[config.mk]
export PLATFORM = sky130hd
export DESIGN_NAME = dwsp_front
export DESIGN_NICKNAME = d
export VERILOG_FILES = /design/src/hw/rtl/dwsp_pkg.sv /design/src/hw/rtl/dwsp_front.sv
export SDC_FILE = /design/constraint.sdc
export NUM_CORES = 1
export LEC_CHECK = 0
export ABC_AREA = 1
export BUFFER_PORTS_ARGS = -buffer_cell sky130_fd_sc_hd__buf_4
export CAP_MARGIN = 40
export CORE_MARGIN = 2
export CORE_UTILIZATION = 30
export DETAILED_ROUTE_END_ITERATION = 7
export GPL_TIMING_DRIVEN = 1
export PLACE_DENSITY = 0.49
export REMOVE_ABC_BUFFERS = 1
export SETUP_SLACK_MARGIN = 0.15
export SLEW_MARGIN = 20
export SYNTH_ARGS = -nofsm -noshare
export SYNTH_HDL_FRONTEND = slang
export SYNTH_SLANG_ARGS = --single-unit
[constraint.sdc]
create_clock -name vclk -period 12
set_input_delay 1.2 -clock vclk [all_inputs]
set_output_delay 1.2 -clock vclk [all_outputs]
set_load 0.1 [all_outputs]
[src/hw/rtl/dwsp_pkg.sv]
`timescale 1ns / 1ps
package dwsp_pkg;

   localparam int ENCODER_BITS = 16;
   localparam int SENSOR_BITS  = 12;

   localparam int TARGET_W   = 9;
   localparam int GAIN_W     = 16;
   localparam int LIMIT_W    = 15;
   localparam int DUTY_W     = 16;
   localparam int INTEG_W    = 16;
   localparam int CSR_IDX_W  = 3;
   localparam int CSR_DATA_W = 16;

   // speed error covers target minus average count
   localparam int ERR_W     = ((ENCODER_BITS > TARGET_W) ? ENCODER_BITS : TARGET_W) + 1;
   localparam int INT_SUM_W = ((ERR_W > INTEG_W) ? ERR_W : INTEG_W) + 1;
   localparam int DERR_W    = ERR_W + 1;
   localparam int DIFF_W    = ERR_W - 1;
   localparam int DTB_W     = SENSOR_BITS + 1;

   localparam int KP_W  = ERR_W + GAIN_W + 1;
   localparam int KI_W  = INTEG_W + GAIN_W + 1;
   localparam int KD_W  = DERR_W + GAIN_W + 1;
   localparam int BAL_W = DIFF_W + GAIN_W;
   localparam int SKP_W = SENSOR_BITS + GAIN_W;
   localparam int SKD_W = DTB_W + GAIN_W + 1;
   localparam int ACC_W = ((KD_W > SKD_W) ? KD_W : SKD_W) + 4;

   localparam int COUNT_CEIL   = 200;
   localparam int SENSOR_FLOOR = 190;
   localparam int DUTY_MAX     = 65535;

   localparam int RST_TARGET_SPEED   = 30;
   localparam int RST_SPEED_KP       = 2000;
   localparam int RST_SPEED_KI       = 50;
   localparam int RST_SPEED_KD       = 0;
   localparam int RST_BALANCE_KP     = 1800;
   localparam int RST_STEER_KP       = 200;
   localparam int RST_STEER_KD       = 0;
   localparam int RST_INTEGRAL_LIMIT = 2000;

   typedef logic signed [ENCODER_BITS-1:0] enc_type;
   typedef logic        [SENSOR_BITS-1:0]  sense_type;
   typedef logic signed [TARGET_W-1:0]     target_type;
   typedef logic        [GAIN_W-1:0]       gain_type;
   typedef logic        [LIMIT_W-1:0]      limit_type;
   typedef logic        [DUTY_W-1:0]       duty_type;
   typedef logic signed [INTEG_W-1:0]      integ_type;

   typedef enum logic [CSR_IDX_W-1:0] {
      CSR_TARGET_SPEED,
      CSR_SPEED_KP,
      CSR_SPEED_KI,
      CSR_SPEED_KD,
      CSR_BALANCE_KP,
      CSR_STEER_KP,
      CSR_STEER_KD,
      CSR_INTEGRAL_LIMIT
   } csr_index_type;

   // per-tick values handed from the front end to the multiplier stage
   typedef struct packed {
      logic signed [ERR_W-1:0]  err;
      integ_type                integ;
      logic signed [DERR_W-1:0] derr;
      logic [DIFF_W-1:0]        wdiff;
      logic                     wl_gt;
      sense_type                tb;
      logic signed [DTB_W-1:0]  dtb;
      logic                     vl_gt;
   } front_type;

   function automatic duty_type sat_duty(input logic signed [ACC_W-1:0] v);
      logic signed [ACC_W-1:0] top;
      duty_type                res;
      top = ACC_W'(DUTY_MAX);
      if (v <= 0) begin
         res = '0;
      end else if (v >= top) begin
         res = DUTY_W'(DUTY_MAX);
      end else begin
         res = v[DUTY_W-1:0];
      end
      return res;
   endfunction

endpackage

[src/hw/rtl/dwsp_front.sv]
`timescale 1ns / 1ps
module dwsp_front (
   input  dwsp_pkg::enc_type                  enc_left,
   input  dwsp_pkg::enc_type                  enc_right,
   input  dwsp_pkg::sense_type                sense_left,
   input  dwsp_pkg::sense_type                sense_right,
   input  dwsp_pkg::target_type               target_speed,
   input  dwsp_pkg::limit_type                integral_limit,
   input  dwsp_pkg::integ_type                integ,
   input  logic signed [dwsp_pkg::ERR_W-1:0]  prev_err,
   input  dwsp_pkg::sense_type                prev_tb,
   output dwsp_pkg::front_type                front
);
   import dwsp_pkg::*;

   localparam logic signed [ERR_W-1:0] CEIL  = ERR_W'(COUNT_CEIL);
   localparam sense_type               FLOOR = SENSOR_BITS'(SENSOR_FLOOR);

   logic signed [ERR_W-1:0]     sl, sr, sum, sum_adj, avg, tgt, err, wd, wmag;
   logic signed [INT_SUM_W-1:0] isum, lim, icl;
   sense_type                   vl, vr, tb;

   always_comb begin
      sl = {{(ERR_W-ENCODER_BITS){enc_left[ENCODER_BITS-1]}}, enc_left};
      sr = {{(ERR_W-ENCODER_BITS){enc_right[ENCODER_BITS-1]}}, enc_right};
      if (sl > CEIL) begin
         sl = '0;
      end
      if (sr > CEIL) begin
         sr = '0;
      end

      // average truncated toward zero
      sum     = sl + sr;
      sum_adj = sum + $signed(ERR_W'(sum[ERR_W-1]));
      avg     = sum_adj >>> 1;
      tgt     = {{(ERR_W-TARGET_W){target_speed[TARGET_W-1]}}, target_speed};
      err     = tgt - avg;

      isum = {{(INT_SUM_W-INTEG_W){integ[INTEG_W-1]}}, integ}
           + {{(INT_SUM_W-ERR_W){err[ERR_W-1]}}, err};
      lim  = $signed({{(INT_SUM_W-LIMIT_W){1'b0}}, integral_limit});
      if (isum > lim) begin
         icl = lim;
      end else if (isum < -lim) begin
         icl = -lim;
      end else begin
         icl = isum;
      end

      wd   = sl - sr;
      wmag = wd[ERR_W-1] ? -wd : wd;

      vl = (sense_left  <= FLOOR) ? FLOOR : sense_left;
      vr = (sense_right <= FLOOR) ? FLOOR : sense_right;
      tb = (vl > vr) ? (vl - vr) : (vr - vl);

      front.err   = err;
      front.integ = icl[INTEG_W-1:0];
      front.derr  = {err[ERR_W-1], err} - {prev_err[ERR_W-1], prev_err};
      front.wdiff = wmag[DIFF_W-1:0];
      front.wl_gt = (sl > sr);
      front.tb    = tb;
      front.dtb   = $signed({1'b0, tb}) - $signed({1'b0, prev_tb});
      front.vl_gt = (vl > vr);
   end

endmodule
# Yosys cells after proc, flatten, opt, wreduce, memory -nomap -nowiden
# Index checks and enable logic that the tools add are counted.
dict set report word_totals {
  regBits 0
  input_bits 125
  out_inout_bits 94
  elab_cells 27
}
dict set report classes {
  add_sub_neg 11
  order_cmp 8
  n_mux 8
}
# operator count
set ops {}
lappend ops {{2-to-1 mux 16 bit} 3}
lappend ops {{2-to-1 mux 12 bit} 3}
lappend ops {{2-to-1 mux 17 bit} 2}
lappend ops {{> comparator 16 x 9 -> 1 bit, second input constant} 2}
lappend ops {{<= comparator 12 x 8 -> 1 bit, second input constant} 2}
lappend ops {{subtractor 12 bit} 2}
lappend ops {{adder 16 x 17 -> 18 bit} 1}
lappend ops {{> comparator 18 x 16 -> 1 bit} 1}
lappend ops {{less-than comparator 18 bit} 1}
lappend ops {{negation 15 -> 18 bit} 1}
lappend ops {{subtractor 17 x 17 -> 18 bit} 1}
lappend ops {{adder 17 bit} 1}
lappend ops {{adder 17 x 2 -> 17 bit} 1}
lappend ops {{> comparator 17 bit} 1}
lappend ops {{subtractor 17 bit} 1}
lappend ops {{subtractor 9 x 16 -> 17 bit} 1}
lappend ops {{negation 16 bit} 1}
lappend ops {{subtractor 12 x 12 -> 13 bit} 1}
lappend ops {{> comparator 12 bit} 1}

# Logic depth before layout (Yosys ltp)
# Gate-level depths: netlist (run 1).
dict set report logic_depth {
  depth_word 9
  depth_mapped 59
  depth_no_buf 56
}

# Worst setup path after synthesis (run 1)
# No wires, ideal clock.
dict set report synth_timing {
  path_kind {input to output}
  startpoint {input port enc_right[14]}
  endpoint {output port front[76] in the netlist's numbering}
  t_arrival_ns 11.531
  path_slack_ns -0.731
  path_stages 57
  path_cell_list {nor4_1 nand2_1 o21ai_1 clkbuf_1 nand2_1 ha_1 buf_6 inv_4 a21oi_4 nand2_2 a21oi_4 o21ai_2 nand2_1 nand2_1 nand2_2 nand2_4 inv_1 ha_1 [21 not listed] o21a_1 a21oi_4 buf_4 inv_1 ha_1 nand2_1 inv_1 nand3_1 nor2_1 o2111ai_1 nand3_1 or2_2 nand2_1 buf_2 inv_1 nand2_1 o21ai_0 a21oi_1}
}
# element line_no
set synth_lines {}
lappend synth_lines {{start: declaration} dwsp_front.sv:4} ;# input dwsp_pkg::enc_type enc_right,
lappend synth_lines {{end: declaration} dwsp_front.sv:12} ;# output dwsp_pkg::front_type front

==> impl_metrics.py, run 1 <==
metrics = {
    "yosys": {
        "syn-cell-area_sq_mm": 0.00853,
        "ys_types": 60,
        "synth_area_leader_cell": "ha_1",
        "yosys.area.top_type_share_pct": 22.5,
        "ys_top_cells_by_area": "ha_1 22%, nand2_1 15%, inv_1 11%",
        "synth_cells": 1424,
        "yosysSeqAreaShare_pct": 0,
        "ys_warn_count": 0,
        "yosysMostFrequentCell": "nand2_1",
        "synthTopCellsByCount": "346 x nand2_1, 247 x inv_1, 153 x ha_1",
        "syn_area_per_cell_sq_um": 5.99,
    },
    "global_route": {
        "grt_first_pass_wirelength_um": 44100,
        "grt_max_degree": 25,
        "overflow": 0,
        "track_usage_pct": 17.5,
        "antenna_found_initial": 1,
        "grt_pass1_vias": 9022,
    },
    "die": {
        "pin_count": 219,
        "die_x_um": 173,
        "die_h_um": 173,
        "start_util_pct": 30.6,
        "placementRows": 61,
        "coreArea_sq_mm": 0.0279,
        "die-area_sq_mm": 0.0298,
    },
    "final_layout": {
        "n_clock_buffer": 0,
        "syn_to_final_growth_pct": 23.9,
        "fillers": 3125,
        "seq_cell_count": 0,
        "final_util_pct": 37.9,
        "antenna_cells": 0,
        "layout-drive-gt1-share_pct": 19.3,
        "regArea_sq_um": 0,
        "final_nets": 1907,
    },
    "setup_path": {
        "critPathMaxFanout": 24,
        "path_class": "input port to output port",
        "critPathSlowestCell": "ha_2",
        "required_ps": 10800,
        "end_kind": "output port",
        "cpMostUsedCell": "nand2_1",
        "cp-start-kind": "input port",
        "crit_arrival_ps": 9720,
        "max_stage_delay_ps": 440,
    },
    "route": {
        "drt_iter0_markers": 433,
        "ant_nets": 0,
        "avgRoutedWirePerCell_um": 13.7,
        "avgViaCountPerCell": 4.71,
        "first_pass_iters": 5,
        "wirelength_um": 27500,
        "vias": 9407,
        "drc": 0,
    },
    "sta": {
        "fmax_ghz": 0.0916,
        "period_needed_ps": 10920,
        "tightest_slew_ps": 837,
        "finalSetupViolations": 0,
        "slew_headroom_pct": 43.6,
        "rsz0062_at_grt": "false",
        "timing.final.crit_share_pct": 91.0,
        "final_hold_viol_count": 0,
        "drv_slew": 0,
    },
    "clocking": {
        "cts_hold_buffers": 0,
    },
    "outcome": {
        "status": "complete, no violations",
    },
    "placed_design": {
        "numPortBuffers": 219,
        "routabilityCongestion": 0.899,
        "dp_hpwl_um": 24700,
    },
    "min_path": {
        "hold_class": "input port to output port",
    },
    "job": {
        "drv_cap": 0,
    },
}
-- kinds of logic after synthesis --
logic type | Yosys count | synth area share [%]
and+or+nand+nor | 609 | 31.8
buffers and inverters | 288 | 13.5
adders and majority gates | 161 | 24.3
muxes | 2 | 0.249
xor gates and xnor gates | 118 | 12.8
AOI/OAI and AO/OA | 246 | 17.3
-- repair_timing --
action	4_1_cts	5_1_grt
endpoints found under the setup margin	0	16
setup buffers	0	1
gates resized for setup	0	13
-- worst paths after layout --
path | to | from | depth (start not counted)
min | front[67] | integral_limit[6] | 4
max | front[72] | enc_right[0] | 54
-- layout by cell type (no fill, tap or decap), types with 10 or more instances in the layout --
cell type / synthesis / layout
a21oi_1: 113 / 113
o21ai_0: 60 / 59
a21o_1: 10 / 10
inv_1: 247 / 247
xnor2_1: 22 / 22
nand3_1: 77 / 77
nand4_1: 21 / 21
o21ai_1: 10 / 11
xor2_2: 8 / 11
nand2_2: 23 / 23
inv_2: 11 / 11
ha_1: 153 / 152
nor3_1: 16 / 16
nand2_1: 346 / 346
buf_4: 6 / 217
xor2_1: 88 / 85
nor2_1: 92 / 92
-- layer usage --
| metal | global-route usage (%) | vias to the layer above | routed length, um |
|---|---|---|---|
| met1 | 24.0 | 4180 | 13400 |
| li1 | - | 4983 | - |
| met5 | 0 | - | 13 |
| met4 | 2.24 | 2 | 421 |
| met3 | 1.10 | 30 | 909 |
| met2 | 30.7 | 212 | 12700 |
-- critical path: cells and delay by family --
kind	cells	cell delay [ps]
buf+inv	9	1160
simple gates	26	3180
compound gates	12	1890
xor+xnor	2	600
fa+ha+maj	5	1670
-- area by class of cell --
| cell class | count | area (sq um) | share of cell area, % |
|---|---|---|---|
| Timing Repair Buffer | 224 | 1710 | 16.2 |
| Inverter | 259 | 975 | 9.23 |
| Tap cell | 378 | 473 | 4.48 |
| Multi-Input combinational cell | 1136 | 7410 | 70.1 |
-- through the flow --
step	instance area, sq um	instances	setup WS (ps)	hold slack (ps)	setup TNS, ps
after detailed placement	10500	1996	718	2850	0
after global placement	10500	1996	813	2840	0
after floorplan	8350	1395	-1060	2860	-4800
after CTS	10500	1996	685	2850	0
final	10600	1997	1080	2840	0
after global routing	10600	1997	148	2860	0
Power of run 1 is not shown: default switching activity piles up to over one toggle a cycle in this logic, so the estimate is an artifact.
==> inputs of run 2 (changes only) <==
--- a/config.mk
+++ b/config.mk
@@ -9,13 +9,13 @@
 export BUFFER_PORTS_ARGS = -buffer_cell sky130_fd_sc_hd__buf_4
 export CAP_MARGIN = 40
 export CORE_MARGIN = 2
-export CORE_UTILIZATION = 30
+export CORE_UTILIZATION = 55
 export DETAILED_ROUTE_END_ITERATION = 7
 export GPL_TIMING_DRIVEN = 1
-export PLACE_DENSITY = 0.49
+export PLACE_DENSITY = 0.81
 export REMOVE_ABC_BUFFERS = 1
 export SETUP_SLACK_MARGIN = 0.15
-export SLEW_MARGIN = 20
+export SKIP_LAST_GASP = 1
 export SYNTH_ARGS = -nofsm -noshare
 export SYNTH_HDL_FRONTEND = slang
 export SYNTH_SLANG_ARGS = --single-unit
==> run 2 against run 1 <==
Effect of this change:
- sequential share of layout area unchanged
- count of clock-buffer cells in the layout unchanged
- die area down 45%
- core utilization up 30 points
- non-clock buffer count down 1
- via count up 2.1%
==> impl_metrics.py, run 2 (synthesis gave the netlist of run 1 again) <==
metrics = {
    "outcome": {
        "status": "complete, no violations",
    },
    "setup_path": {
        "end_kind": "output port",
        "cpMostUsedCell": "nand2_1",
        "critPathMaxFanout": 31,
        "path_class": "input port to output port",
        "crit_arrival_ps": 9830,
        "required_ps": 10800,
        "critPathSlowestCell": "ha_2",
        "cp-start-kind": "input port",
        "max_stage_delay_ps": 440,
    },
    "sta": {
        "fmax_ghz": 0.0906,
        "tightest_slew_ps": 833,
        "timing.final.crit_share_pct": 91.9,
        "slew_headroom_pct": 43.9,
        "drv_slew": 0,
        "rsz0062_at_grt": "false",
        "final_hold_viol_count": 0,
        "finalSetupViolations": 0,
        "setup_tns_ps": 0,
        "period_needed_ps": 11030,
    },
    "die": {
        "die-area_sq_mm": 0.0165,
        "coreArea_sq_mm": 0.0152,
        "pin_count": 219,
        "start_util_pct": 56.1,
        "placementRows": 45,
        "die_h_um": 129,
        "die_x_um": 129,
    },
    "final_layout": {
        "layout-drive-gt1-share_pct": 19.3,
        "fillers": 1466,
        "seq_cell_count": 0,
        "n_clock_buffer": 0,
        "regArea_sq_um": 0,
        "final_nets": 1906,
        "antenna_cells": 0,
        "final_common_cell": "nand2_1",
        "final_cell_mix": "345 x nand2_1, 247 x inv_1, 223 x buf_4",
        "syn_to_final_growth_pct": 20.7,
    },
    "route": {
        "avgRoutedWirePerCell_um": 14.1,
        "vias": 9606,
        "avgViaCountPerCell": 5.32,
        "wirelength_um": 25400,
        "ant_nets": 0,
        "drc": 0,
        "drt_iter0_markers": 540,
        "first_pass_iters": 5,
    },
    "global_route": {
        "overflow": 0,
        "grt_pass1_vias": 8728,
        "grt_first_pass_wirelength_um": 41100,
        "track_usage_pct": 29.7,
        "antenna_found_initial": 0,
        "grt_max_degree": 32,
    },
    "placed_design": {
        "routabilityCongestion": 0.983,
        "dp_hpwl_um": 22800,
        "numPortBuffers": 219,
    },
    "clocking": {
        "cts_hold_buffers": 0,
    },
    "job": {
        "drv_cap": 0,
    },
    "min_path": {
        "hold_class": "input port to output port",
    },
}
==> run 2: changes by cell type in the layout (fill, tap and decap cells not counted), moves of 3 or more <==
cell	before	now
xor2_1	85	88
xor2_2	11	8
buf_4	217	223
buf_6	7	0
==> run 2: timing repair <==
item / CTS / global route
buffers inserted: 0 / 2
gates resized for setup: 0 / 8
setup endpoints to repair: 0 / 16
==> run 2: routing by layer <==
layer / vias to the layer above / global-route usage, % / part of all wire [%]
li1: 4969 / - / -
met1: 4263 / 39.6 / 45
met2: 337 / 53.9 / 47
met3: 37 / 1.70 / 6.1
met4: 0 / 4.80 / 1.9
met5: - / 0 / 0
==> run 2: stage by stage <==
step / setup slack (ps) / cell area [sq um] / utilization (%) / std cells / hold slack (ps)
3_3_place_gp: 442 / 10200 / 67.4 / 1804 / 2840
3_5_place_dp: 217 / 10200 / 67.4 / 1804 / 2840
5_1_grt: 194 / 10300 / 67.7 / 1806 / 2870
2_1_floorplan: -1060 / 8350 / - / 1395 / 2860
6_report: 968 / 10300 / 67.7 / 1806 / 2840
4_1_cts: 204 / 10200 / 67.4 / 1804 / 2840
==> run 2: final timing paths <==
kind / start / end / slack (ps) / cells past startpoint
max: enc_right[14] / front[73] / 970 / 58
min: prev_tb[0] / front[1] / 2840 / 4
==> run 2: cell type report <==
cell class         instances  area [sq um]  area share [%]
inverters                259           975            9.47
well taps                188           235            2.29
repair buffers           223          1670            16.3
multi-input cells       1136          7400            72.0
==> run 2: worst max-delay path, delay by kind of cell <==
family | cells | cell delay [ps]
fa+ha+maj | 5 | 1580
simple gates | 27 | 3070
xor+xnor | 2 | 410
compound gates | 14 | 2220
buf+inv | 10 | 1350
Power of run 2 is left out for the same reason.
==> inputs of run 3 (changes only) <==
--- a/config.mk
+++ b/config.mk
@@ -12,10 +12,11 @@
 export CORE_UTILIZATION = 55
 export DETAILED_ROUTE_END_ITERATION = 7
 export GPL_TIMING_DRIVEN = 1
-export PLACE_DENSITY = 0.81
+export PLACE_DENSITY = 0.8
 export REMOVE_ABC_BUFFERS = 1
 export SETUP_SLACK_MARGIN = 0.15
 export SKIP_LAST_GASP = 1
+export SLEW_MARGIN = 10
 export SYNTH_ARGS = -nofsm -noshare
 export SYNTH_HDL_FRONTEND = slang
 export SYNTH_SLANG_ARGS = --single-unit
==> run 3 against run 2 <==
Effect of this change:
- die area unchanged
- largest cell class unchanged
- critical path depth decreased by 2
- routed wire length decreased by 2.2%
- hold slack about the same
- non-clock buffer count decreased by 1
- first-iteration DRC count decreased by 0.56%
==> impl_metrics.py, run 3 (synthesis gave the netlist of run 1 again) <==
metrics = {
    "setup_path": {
        "crit_arrival_ps": 9720,
        "cp-start-kind": "input port",
        "critPathMaxFanout": 31,
        "end_kind": "output port",
        "critPathSlowestCell": "ha_1",
        "cpMostUsedCell": "nand2_1",
        "path_class": "input port to output port",
        "max_stage_delay_ps": 500,
        "required_ps": 10800,
    },
    "sta": {
        "slew_headroom_pct": 44.9,
        "drv_slew": 0,
        "period_needed_ps": 10920,
        "tightest_slew_ps": 818,
        "rsz0062_at_grt": "false",
        "finalSetupViolations": 0,
        "final_hold_viol_count": 0,
        "fmax_ghz": 0.0916,
        "setup_tns_ps": 0,
        "timing.final.crit_share_pct": 91.0,
    },
    "route": {
        "wirelength_um": 24800,
        "avgRoutedWirePerCell_um": 13.8,
        "drt_iter0_markers": 537,
        "first_pass_iters": 5,
        "drc": 0,
        "avgViaCountPerCell": 5.31,
        "vias": 9583,
        "ant_nets": 0,
    },
    "die": {
        "die_h_um": 129,
        "placementRows": 45,
        "start_util_pct": 56.1,
        "die_x_um": 129,
        "coreArea_sq_mm": 0.0152,
        "pin_count": 219,
        "die-area_sq_mm": 0.0165,
    },
    "placed_design": {
        "dp_hpwl_um": 22100,
        "numPortBuffers": 219,
        "routabilityCongestion": 0.966,
    },
    "global_route": {
        "overflow": 0,
        "track_usage_pct": 28.6,
        "grt_pass1_vias": 8780,
        "grt_first_pass_wirelength_um": 39700,
        "grt_max_degree": 32,
        "antenna_found_initial": 0,
    },
    "min_path": {
        "hold_class": "input port to output port",
        "holdPathEnd": "front[1]",
        "hold_path_startpoint": "prev_tb[0]",
        "holdPathStages": 4,
    },
    "final_layout": {
        "syn_to_final_growth_pct": 20.6,
        "seq_cell_count": 0,
        "antenna_cells": 0,
        "final_cell_mix": "345 x nand2_1, 247 x inv_1, 221 x buf_4",
        "final_nets": 1905,
        "layout-drive-gt1-share_pct": 19.2,
        "n_clock_buffer": 0,
        "final_common_cell": "nand2_1",
        "final_util_pct": 67.7,
        "regArea_sq_um": 0,
    },
    "clocking": {
        "cts_hold_buffers": 0,
    },
    "outcome": {
        "status": "complete, no violations",
    },
    "job": {
        "drv_cap": 0,
    },
}
[run 3: how the worst max path moves through the flow]
stage,from,to,depth (start not counted)
5_1_grt,enc_right[14],front[76],55
3_5_place_dp,enc_right[14],front[76],54
4_1_cts,enc_right[14],front[76],54
3_3_place_gp,enc_right[14],front[76],54
2_1_floorplan,enc_right[14],front[76],53
6_report,enc_right[14],front[67],56
[run 3: cell type report]
cell class | count | area (sq um)
repair buffers | 222 | 1670
multi-input cells | 1136 | 7410
inverters | 259 | 975
fillers | 1471 | 4920
well taps | 188 | 235
[run 3: repair_timing]
item,4_1_cts,5_1_grt
buffers inserted,0,1
resized for setup,0,8
setup endpoints to repair,0,16
endpoints found under the hold margin,0,0
[run 3: through the flow]
stage               instances  worst slack [ps]  hold WS [ps]  cell area [sq um]
CTS                      1804               371          2840              10200
global route             1805               198          2860              10300
floorplan                1395             -1060          2860               8350
finish                   1805              1080          2840              10300
detailed placement       1804               403          2840              10200
global placement         1804               585          2840              10200
[run 3: worst max-delay path: cells and delay by family]
family / cells / cell delay [ps]
adders and majority gates: 5 / 1700
AOI/OAI and AO/OA: 9 / 1540
and+or+nand+nor: 31 / 3680
buffers and inverters: 9 / 1090
xor gates and xnor gates: 2 / 500
[run 3: per-layer routing]
| metal | GRT usage (%) | vias to the layer above | share of wire (%) |
|---|---|---|---|
| met5 | 0 | - | 0 |
| met4 | 4.48 | 0 | 1.9 |
| met3 | 1.66 | 38 | 6.2 |
| met2 | 52.3 | 332 | 47 |
| met1 | 37.8 | 4238 | 45 |
| li1 | - | 4975 | - |
Power of run 3 is left out for the same reason.
